<file path="config.mk">
export PLATFORM = sky130hd
export DESIGN_NAME = iso8601_datetime_parser
export DESIGN_NICKNAME = d
export VERILOG_FILES = /design/src/hw/rtl/iso_dt_pkg.sv /design/src/hw/rtl/iso_dt_step.sv /design/src/hw/rtl/iso8601_datetime_parser.sv
export SDC_FILE = /design/constraint.sdc
export NUM_CORES = 1
export LEC_CHECK = 0
export ABC_CLOCK_PERIOD_IN_PS = 13150
export BUFFER_PORTS_ARGS = -buffer_cell sky130_fd_sc_hd__buf_2
export CAP_MARGIN = 25
export CELL_PAD_IN_SITES_DETAIL_PLACEMENT = 0
export CELL_PAD_IN_SITES_GLOBAL_PLACEMENT = 2
export CORE_AREA = 5 5 203 205
export CTS_BUF_LIST = sky130_fd_sc_hd__clkbuf_8 sky130_fd_sc_hd__clkbuf_16
export CTS_CLUSTER_DIAMETER = 150
export DETAILED_ROUTE_END_ITERATION = 10
export DIE_AREA = 0 0 208 210
export GPL_TIMING_DRIVEN = 0
export PLACE_DENSITY_LB_ADDON = 0.1
export SLEW_MARGIN = 10
export SYNTH_ARGS = -nofsm -noshare
export SYNTH_HDL_FRONTEND = slang
export SYNTH_HIERARCHICAL = 1
export SYNTH_SLANG_ARGS = --single-unit
</file>
<file path="constraint.sdc">
create_clock -name clk -period 13.15 [get_ports clk]
set_input_delay 2.63 -clock clk [delete_from_list [all_inputs] [get_ports clk]]
set_output_delay 2.63 -clock clk [all_outputs]
set_load 0.05 [all_outputs]
</file>
<file path="src/hw/rtl/iso_dt_pkg.sv">
// shared types, codes and constants of the iso 8601 date/time parser
package iso_dt_pkg;

	// parser phases
	localparam logic [4:0] PH_IDLE     = 5'd0;
	localparam logic [4:0] PH_YEAR     = 5'd1;
	localparam logic [4:0] PH_AFT_YEAR = 5'd2;
	localparam logic [4:0] PH_MON      = 5'd3;
	localparam logic [4:0] PH_AFT_MON  = 5'd4;
	localparam logic [4:0] PH_DAY      = 5'd5;
	localparam logic [4:0] PH_AFT_DAY  = 5'd6;
	localparam logic [4:0] PH_AFT_T    = 5'd7;
	localparam logic [4:0] PH_HOUR     = 5'd8;
	localparam logic [4:0] PH_AFT_HOUR = 5'd9;
	localparam logic [4:0] PH_MIN      = 5'd10;
	localparam logic [4:0] PH_AFT_MIN  = 5'd11;
	localparam logic [4:0] PH_SEC      = 5'd12;
	localparam logic [4:0] PH_AFT_SEC  = 5'd13;
	localparam logic [4:0] PH_FRAC     = 5'd14;
	localparam logic [4:0] PH_ZH       = 5'd15;
	localparam logic [4:0] PH_AFT_ZH   = 5'd16;
	localparam logic [4:0] PH_ZM       = 5'd17;
	localparam logic [4:0] PH_DONE     = 5'd18;

	// characters of interest
	localparam logic [7:0] CH_ZERO  = 8'h30;
	localparam logic [7:0] CH_Z     = 8'h5A;
	localparam logic [7:0] CH_T     = 8'h54;
	localparam logic [7:0] CH_COLON = 8'h3A;
	localparam logic [7:0] CH_DOT   = 8'h2E;
	localparam logic [7:0] CH_MINUS = 8'h2D;
	localparam logic [7:0] CH_PLUS  = 8'h2B;

	// zone kinds
	localparam logic [1:0] ZONE_NONE  = 2'd0;
	localparam logic [1:0] ZONE_Z     = 2'd1;
	localparam logic [1:0] ZONE_PLUS  = 2'd2;
	localparam logic [1:0] ZONE_MINUS = 2'd3;

	// precision codes
	localparam logic [3:0] PREC_NONE   = 4'd0;
	localparam logic [3:0] PREC_YEAR   = 4'd1;
	localparam logic [3:0] PREC_MONTH  = 4'd2;
	localparam logic [3:0] PREC_DAY    = 4'd3;
	localparam logic [3:0] PREC_HOUR   = 4'd4;
	localparam logic [3:0] PREC_MINUTE = 4'd5;
	localparam logic [3:0] PREC_SECOND = 4'd6;
	localparam logic [3:0] PREC_FRAC   = 4'd7;
	localparam logic [3:0] PREC_ZHOUR  = 4'd8;
	localparam logic [3:0] PREC_ZMIN   = 4'd9;

	// weight of each year digit, most significant first
	localparam logic [15:0] YEAR_WEIGHT [4] = '{16'd1000, 16'd100, 16'd10, 16'd1};

	localparam int unsigned RES_BITS  = 95;
	localparam int unsigned TDATA_OUT = 96;

	typedef struct packed {
		logic [4:0]  phase;
		logic [1:0]  digit_pos;
		logic [15:0] year;
		logic [7:0]  month;
		logic [7:0]  day;
		logic [7:0]  hour;
		logic [7:0]  minute;
		logic [7:0]  second;
		logic [15:0] fraction;
		logic [1:0]  zone_kind;
		logic [7:0]  zone_hour;
		logic [7:0]  zone_minute;
		logic [3:0]  precision;
		logic        err;
	} parse_state_t;

	typedef struct packed {
		logic        bad_format;
		logic [3:0]  precision;
		logic [7:0]  zone_minute;
		logic [7:0]  zone_hour;
		logic [1:0]  zone_kind;
		logic [15:0] fraction;
		logic [7:0]  second;
		logic [7:0]  minute;
		logic [7:0]  hour;
		logic [7:0]  day;
		logic [7:0]  month;
		logic [15:0] year;
	} parse_result_t;

endpackage

</file>
<file path="src/hw/rtl/iso_dt_step.sv">
// next-state and result logic for one character of the parser
module iso_dt_step (
	input  iso_dt_pkg::parse_state_t  st,
	input  logic [7:0]                ch,
	input  logic                      first,
	input  logic                      last,
	input  logic                      time_only,
	output iso_dt_pkg::parse_state_t  nst,
	output logic                      emit,
	output iso_dt_pkg::parse_result_t res
);

	function automatic logic [7:0] add_digit(input logic [7:0] acc, input logic [7:0] d,
		input logic tens);
		logic [7:0] inc;
		inc = tens ? ({d[4:0], 3'b000} + {d[6:0], 1'b0}) : d;
		return acc + inc;
	endfunction

	iso_dt_pkg::parse_state_t s;
	iso_dt_pkg::parse_state_t n;
	logic        active;
	logic [7:0]  d8;
	logic [15:0] d16;
	logic [31:0] yprod;
	logic        tens;
	logic        ch_zone;
	logic [1:0]  zone_code;
	logic [4:0]  zone_phase;
	logic        incomplete;

	assign d8   = ch - iso_dt_pkg::CH_ZERO;
	assign d16  = {8'h00, ch} - {8'h00, iso_dt_pkg::CH_ZERO};

	assign ch_zone = (ch == iso_dt_pkg::CH_Z) || (ch == iso_dt_pkg::CH_PLUS) ||
		(ch == iso_dt_pkg::CH_MINUS);
	assign zone_code = (ch == iso_dt_pkg::CH_Z) ? iso_dt_pkg::ZONE_Z :
		(ch == iso_dt_pkg::CH_PLUS) ? iso_dt_pkg::ZONE_PLUS : iso_dt_pkg::ZONE_MINUS;
	assign zone_phase = (ch == iso_dt_pkg::CH_Z) ? iso_dt_pkg::PH_DONE : iso_dt_pkg::PH_ZH;

	always_comb begin
		active = first || (st.phase != iso_dt_pkg::PH_IDLE);
		s = st;
		if (first) begin
			s = '0;
			s.phase = time_only ? iso_dt_pkg::PH_HOUR : iso_dt_pkg::PH_YEAR;
		end
		tens  = (s.digit_pos == 2'd0);
		yprod = {16'h0000, d16} * {16'h0000, iso_dt_pkg::YEAR_WEIGHT[s.digit_pos]};
		n = s;
		unique case (s.phase) inside
			iso_dt_pkg::PH_YEAR: begin
				n.year = s.year + yprod[15:0];
				if (s.digit_pos == 2'd3) begin
					n.digit_pos = 2'd0;
					n.precision = iso_dt_pkg::PREC_YEAR;
					n.phase = iso_dt_pkg::PH_AFT_YEAR;
				end else begin
					n.digit_pos = s.digit_pos + 2'd1;
				end
			end
			iso_dt_pkg::PH_AFT_YEAR, iso_dt_pkg::PH_AFT_MON: begin
				if (ch == iso_dt_pkg::CH_T) begin
					n.phase = iso_dt_pkg::PH_AFT_T;
				end else if (ch == iso_dt_pkg::CH_MINUS) begin
					n.digit_pos = 2'd0;
					n.phase = (s.phase == iso_dt_pkg::PH_AFT_YEAR) ?
						iso_dt_pkg::PH_MON : iso_dt_pkg::PH_DAY;
				end else begin
					n.err = 1'b1;
					n.phase = iso_dt_pkg::PH_DONE;
				end
			end
			iso_dt_pkg::PH_MON: begin
				n.month = add_digit(s.month, d8, tens);
				n.digit_pos = tens ? 2'd1 : 2'd0;
				if (!tens) begin
					n.precision = iso_dt_pkg::PREC_MONTH;
					n.phase = iso_dt_pkg::PH_AFT_MON;
				end
			end
			iso_dt_pkg::PH_DAY: begin
				n.day = add_digit(s.day, d8, tens);
				n.digit_pos = tens ? 2'd1 : 2'd0;
				if (!tens) begin
					n.precision = iso_dt_pkg::PREC_DAY;
					n.phase = iso_dt_pkg::PH_AFT_DAY;
				end
			end
			iso_dt_pkg::PH_AFT_DAY: begin
				n.phase = (ch == iso_dt_pkg::CH_T) ? iso_dt_pkg::PH_AFT_T : iso_dt_pkg::PH_DONE;
			end
			iso_dt_pkg::PH_AFT_T: begin
				// first hour digit, always the tens
				n.hour = add_digit(s.hour, d8, 1'b1);
				n.digit_pos = 2'd1;
				n.phase = iso_dt_pkg::PH_HOUR;
			end
			iso_dt_pkg::PH_HOUR: begin
				n.hour = add_digit(s.hour, d8, tens);
				n.digit_pos = tens ? 2'd1 : 2'd0;
				if (!tens) begin
					n.precision = iso_dt_pkg::PREC_HOUR;
					n.phase = iso_dt_pkg::PH_AFT_HOUR;
				end
			end
			iso_dt_pkg::PH_AFT_HOUR, iso_dt_pkg::PH_AFT_MIN: begin
				if (ch_zone) begin
					n.digit_pos = 2'd0;
					n.zone_kind = zone_code;
					n.phase = zone_phase;
				end else if (ch == iso_dt_pkg::CH_COLON) begin
					n.digit_pos = 2'd0;
					n.phase = (s.phase == iso_dt_pkg::PH_AFT_HOUR) ?
						iso_dt_pkg::PH_MIN : iso_dt_pkg::PH_SEC;
				end else begin
					n.err = 1'b1;
					n.phase = iso_dt_pkg::PH_DONE;
				end
			end
			iso_dt_pkg::PH_MIN: begin
				n.minute = add_digit(s.minute, d8, tens);
				n.digit_pos = tens ? 2'd1 : 2'd0;
				if (!tens) begin
					n.precision = iso_dt_pkg::PREC_MINUTE;
					n.phase = iso_dt_pkg::PH_AFT_MIN;
				end
			end
			iso_dt_pkg::PH_SEC: begin
				n.second = add_digit(s.second, d8, tens);
				n.digit_pos = tens ? 2'd1 : 2'd0;
				if (!tens) begin
					n.precision = iso_dt_pkg::PREC_SECOND;
					n.phase = iso_dt_pkg::PH_AFT_SEC;
				end
			end
			iso_dt_pkg::PH_AFT_SEC: begin
				if (ch_zone) begin
					n.digit_pos = 2'd0;
					n.zone_kind = zone_code;
					n.phase = zone_phase;
				end else if (ch == iso_dt_pkg::CH_DOT) begin
					n.precision = iso_dt_pkg::PREC_FRAC;
					n.phase = iso_dt_pkg::PH_FRAC;
				end else begin
					n.phase = iso_dt_pkg::PH_DONE;
				end
			end
			iso_dt_pkg::PH_FRAC: begin
				if (ch_zone) begin
					n.digit_pos = 2'd0;
					n.zone_kind = zone_code;
					n.phase = zone_phase;
				end else begin
					n.fraction = {s.fraction[12:0], 3'b000} + {s.fraction[14:0], 1'b0} + d16;
				end
			end
			iso_dt_pkg::PH_ZH: begin
				n.zone_hour = add_digit(s.zone_hour, d8, tens);
				n.digit_pos = tens ? 2'd1 : 2'd0;
				if (!tens) begin
					n.precision = iso_dt_pkg::PREC_ZHOUR;
					n.phase = iso_dt_pkg::PH_AFT_ZH;
				end
			end
			iso_dt_pkg::PH_AFT_ZH: begin
				if (ch == iso_dt_pkg::CH_COLON) begin
					n.digit_pos = 2'd0;
					n.phase = iso_dt_pkg::PH_ZM;
				end else begin
					n.err = 1'b1;
					n.phase = iso_dt_pkg::PH_DONE;
				end
			end
			iso_dt_pkg::PH_ZM: begin
				n.zone_minute = add_digit(s.zone_minute, d8, tens);
				n.digit_pos = tens ? 2'd1 : 2'd0;
				if (!tens) begin
					n.precision = iso_dt_pkg::PREC_ZMIN;
					n.phase = iso_dt_pkg::PH_DONE;
				end
			end
			default: begin
			end
		endcase

		incomplete = (n.phase == iso_dt_pkg::PH_YEAR) || (n.phase == iso_dt_pkg::PH_MON) ||
			(n.phase == iso_dt_pkg::PH_DAY) || (n.phase == iso_dt_pkg::PH_HOUR) ||
			(n.phase == iso_dt_pkg::PH_MIN) || (n.phase == iso_dt_pkg::PH_SEC) ||
			(n.phase == iso_dt_pkg::PH_ZH) || (n.phase == iso_dt_pkg::PH_AFT_ZH) ||
			(n.phase == iso_dt_pkg::PH_ZM);

		res.year        = n.year;
		res.month       = n.month;
		res.day         = n.day;
		res.hour        = n.hour;
		res.minute      = n.minute;
		res.second      = n.second;
		res.fraction    = n.fraction;
		res.zone_kind   = n.zone_kind;
		res.zone_hour   = n.zone_hour;
		res.zone_minute = n.zone_minute;
		res.precision   = n.precision;
		res.bad_format  = n.err || incomplete;

		emit = active && last;
		if (emit) begin
			n.phase = iso_dt_pkg::PH_IDLE;
		end
		nst = active ? n : st;
	end

endmodule

</file>
<file path="src/hw/rtl/iso8601_datetime_parser.sv">
// top level of the iso 8601 date/time parser: input register, parse step, result register
//
// streaming parser for iso 8601 date, datetime and time strings, one character per
// transaction on the slave side. the first character of a string carries tuser bit 0
// (first) and tuser bit 1 selects a pure time string (sampled with first); the final
// character carries tlast. a date string opens with a four digit year, then optional
// "-MM", "-DD" and a 'T' with a time; a time is "hh", ":mm", ":ss", ".fff..." and an
// optional zone "Z", "+hh:mm" or "-hh:mm". on the final character exactly one result
// transaction leaves the master side with every field, the precision reached and a
// bad_format flag (wrong separator, or the string ended inside a group or after a sign).
// characters outside a string are dropped without a result; a new first character
// restarts parsing. digits are taken as the character code minus 48 with no check.
// throughput is one character per clock cycle while the receiver takes results; a result
// is presented once its final character has passed the input register and the parse
// step has fed the result register. the single phase register and its accumulators,
// updated once per character, set that rate. a result held by a stalled receiver
// stops the input register and then the slave side.
// there are no configuration registers.
module iso8601_datetime_parser (
	input  logic        clk,
	input  logic        arst_n,
	// slave side: characters
	input  logic        s_axis_tvalid,
	output logic        s_axis_tready,
	input  logic [7:0]  s_axis_tdata,   // [7:0] ch
	input  logic [1:0]  s_axis_tuser,   // [0] first, [1] time_only
	input  logic        s_axis_tlast,   // last character of the string
	// master side: parsed results
	output logic        m_axis_tvalid,
	input  logic        m_axis_tready,
	output logic [95:0] m_axis_tdata    // [15:0] year, [23:16] month, [31:24] day,
	                                    // [39:32] hour, [47:40] minute, [55:48] second,
	                                    // [71:56] fraction, [73:72] zone_kind,
	                                    // [81:74] zone_hour, [89:82] zone_minute,
	                                    // [93:90] precision, [94] bad_format, [95] zero
);

	// input register stage
	logic       vld_s1;
	logic [7:0] ch_s1;
	logic       first_s1;
	logic       last_s1;
	logic       tonly_s1;

	// parser state and result register
	iso_dt_pkg::parse_state_t  st_q;
	iso_dt_pkg::parse_state_t  st_next;
	iso_dt_pkg::parse_result_t res_comb;
	iso_dt_pkg::parse_result_t res_q;
	logic                      emit;
	logic                      out_vld_q;
	logic                      advance;

	// the character in stage one is consumed whenever the result register can take a result
	assign advance       = vld_s1 && (!out_vld_q || m_axis_tready);
	assign s_axis_tready = !vld_s1 || advance;

	always_ff @(posedge clk or negedge arst_n) begin
		if (!arst_n) begin
			vld_s1 <= 1'b0;
		end else if (s_axis_tready) begin
			vld_s1 <= s_axis_tvalid;
		end
	end

	// payload of stage one needs no reset
	always_ff @(posedge clk) begin
		if (s_axis_tvalid && s_axis_tready) begin
			ch_s1    <= s_axis_tdata;
			first_s1 <= s_axis_tuser[0];
			tonly_s1 <= s_axis_tuser[1];
			last_s1  <= s_axis_tlast;
		end
	end

	iso_dt_step u_step (
		.st        (st_q),
		.ch        (ch_s1),
		.first     (first_s1),
		.last      (last_s1),
		.time_only (tonly_s1),
		.nst       (st_next),
		.emit      (emit),
		.res       (res_comb)
	);

	// parser state: phase idle and all accumulators zero after reset
	always_ff @(posedge clk or negedge arst_n) begin
		if (!arst_n) begin
			st_q <= '0;
		end else if (advance) begin
			st_q <= st_next;
		end
	end

	always_ff @(posedge clk or negedge arst_n) begin
		if (!arst_n) begin
			out_vld_q <= 1'b0;
		end else if (advance && emit) begin
			out_vld_q <= 1'b1;
		end else if (m_axis_tready) begin
			out_vld_q <= 1'b0;
		end
	end

	always_ff @(posedge clk) begin
		if (advance && emit) begin
			res_q <= res_comb;
		end
	end

	assign m_axis_tvalid = out_vld_q;
	assign m_axis_tdata  = {{(iso_dt_pkg::TDATA_OUT - iso_dt_pkg::RES_BITS){1'b0}}, res_q};

`ifndef SYNTH
	// precision never runs past the zone minute
	a_prec_range: assert property (@(posedge clk) disable iff (!arst_n)
		st_q.precision <= iso_dt_pkg::PREC_ZMIN)
		else $error("precision out of range");

	// phase stays within the defined phases
	a_phase_range: assert property (@(posedge clk) disable iff (!arst_n)
		st_q.phase <= iso_dt_pkg::PH_DONE)
		else $error("phase out of range");

	// a new result only follows a final character consumed in the cycle before
	a_result_src: assert property (@(posedge clk) disable iff (!arst_n)
		$rose(m_axis_tvalid) |-> $past(advance && last_s1))
		else $error("result without a final character");

	// after a result is produced the parser is idle
	a_idle_after: assert property (@(posedge clk) disable iff (!arst_n)
		(advance && emit) |=> (st_q.phase == iso_dt_pkg::PH_IDLE))
		else $error("parser not idle after result");
`endif

endmodule
</file>
==> run metrics <==
total power 4.205 mW; synthesized netlist cell count 1,596; first drt pass iteration count 5; Least-Margin Pin Slew about 1000 ps; TritonCTS clock tree built; CP Buf/Inv Count 11; RSZ-0062 raised after global routing no; Worst EP arrival 9570 ps; cell leakage power 9.472 nW; CP most frequent cell fa_1; cell taking the most area after synthesis edfxtp_1; std cell rows 73; Crit Path Class reg -> reg; synthesized area 17,340 um^2; Largest stage delay, worst path 660 ps; setup violators final 0; area of the multi-input gates about 11,000 um^2; final worst slack 4030 ps; gr usage total 0.2075; status completed; Final Core Density 0.5015; DRT iter0 DRCs 611; worst path required time approximately 14,000 ps; Setup crit start kind register; asr flop ratio synth 0.4952; CP top delay family adder cells; fin cells 2,292; GP Congestion 0.9200; fillcell total 3,675; max-cap violation count 0; Layout area overhead 13.60%; first-pass GRT wire length a little over 70 mm; DIE HEIGHT 210 um; hold crit path type reg -> reg; CTS-repair resized insts 0; setup TNS 0 ps; fmax 0.1097 GHz; sequential area share after synthesis 0.3337; DP Worst Slack just over 4000 ps; Avg Cell Area, Syn 10.86 um^2; htree depth 1; Die W 208 um; clock sinks 210; vias per cell ~5.3; Reg area a little under 6000 um^2; core area 39,280 um^2; PortBufs 111; Post-CTS Setup Bufs 0; share of cells above drive strength 1 0.2445; Clock transition at path regs 60 ps; Syn Nets 1,826; crit end category register; drt total wl 46.33 mm; top post-synthesis cells by area edfxtp_1 18%, dfrtp_1 15%, ha_1 9.8%; P per Cell Area 213.5 nW/um^2; Final Cell Area 19,700 um^2; largest net degree at the start of global routing 63; Crit-path slowest cell buf_1; WHS 497.5 ps; relative slew slack 0.3182; Overflow after GRT 0; Final period util 0.6935; Skew-Pair Late Insertion Delay between 500 and 600 ps; via count roughly 12,000; Routed Antenna Nets 0; cts bufs inserted 27; DP HPWL 34.95 mm; DRC Markers 0; clock buffer depth 3; commonest non-fill, non-tap cell in the layout inv_1; Netlist cell types 87; Die ar. 43,680 um^2; vias in the first global route 12,410; VDD IR max 0.3021 mV; fin. max-slew vios 0; Post-CTS Hold Fix Bufs 0; Clock Skew 23.15 ps; initial antenna violation count 0; Tmin final roughly 9000 ps; antenna cells 0; ys flop type edfxtp_1; # nets final approximately 2,000; Fin. Hold Viols 0; most frequent cells in the layout 153 x inv_1, 136 x ha_1, 127 x mux2_2; register bit total from synthesis 210; CP Max Fanout 10; Post-synth EDFFs ~110; Initial Utilization 0.4414; clk root buf clkbuf_16; Placed Instance Area 18,740 um^2; top cell type's share of synthesized area 0.1836; Ys Warns 6; routed length per instance 20.22 um; placed cell count between 2,000 and 2,500; I/O pin count 113
==> sequential cells by signal, indices dropped and copies added, names as in the netlist <==
name,cells
st_q,102
m_axis_tdata,95
ch_s1,8
first_s1,1
last_s1,1
m_axis_tvalid,1
tonly_s1,1
vld_s1,1
==> metal layers <==
metal	global-route usage	part of all wire	vias up
li1	-	-	5857
met1	0.2915	0.47	6046
met2	0.3401	0.46	250
met3	0.03230	0.043	65
met4	0.05142	0.027	0
met5	0	0	-
==> cells in the mapped netlist (7+ instances only) <==
library cell / instances
mux2_4: 80
a21oi_1: 103
buf_8: 9
buf_2: 9
nand3_1: 13
nor2_1: 66
and2_1: 16
clkbuf_1: 36
o21bai_1: 18
mux2_2: 127
nand2b_1: 10
nor3_1: 7
xnor2_1: 78
inv_1: 151
nor2b_1: 97
o21ai_0: 58
a31oi_1: 9
xor2_1: 28
buf_1: 7
edfxtp_1: 106
ha_1: 136
nand2_1: 95
and3_1: 8
fa_1: 79
dfrtp_1: 104
a21o_1: 30
==> where the power goes <==
group | total, mW | internal [mW] | switching [mW]
logic | 2.57 | 1.06 | 1.51
clock network | 0.790 | 0.486 | 0.304
registers | 0.848 | 0.810 | 0.0386
==> path summary, 6_finish.rpt <==
kind	startpoint	to	slack, ps	cells past startpoint
worst min-delay path	st_q[78]	st_q[78]	500	1
max in group asynchronous	arst_n	st_q[28]	10430	2
worst max register to register	first_s1	st_q[92]	4030	27
min in group asynchronous	arst_n	st_q[83]	1990	1
worst max-delay path	first_s1	st_q[92]	4030	27
worst min register to register	st_q[78]	st_q[78]	500	1
==> kinds of logic after synthesis <==
group | share of synthesized area
DFF | 0.3337
adders and majority gates | 0.1894
muxes | 0.1535
xor gates and xnor gates | 0.05355
buffers and inverters | 0.05586
other | 0.0002163
and+or+nand+nor | 0.1106
AOI/OAI and AO/OA | 0.1032
==> final cells by class <==
| class | instances | area share |
|---|---|---|
| buffer | 67 | 0.02001 |
| tap | 525 | 0.03335 |
| clock buffer | 32 | 0.03837 |
| inverter | 153 | 0.02916 |
| timing repair buffer | 121 | 0.03678 |
| sequential | 210 | 0.2938 |
| clock inverter | 18 | 0.009974 |
| multi-input combinational | 1166 | 0.5386 |
Note: power is estimated with default switching activity, not from simulation.
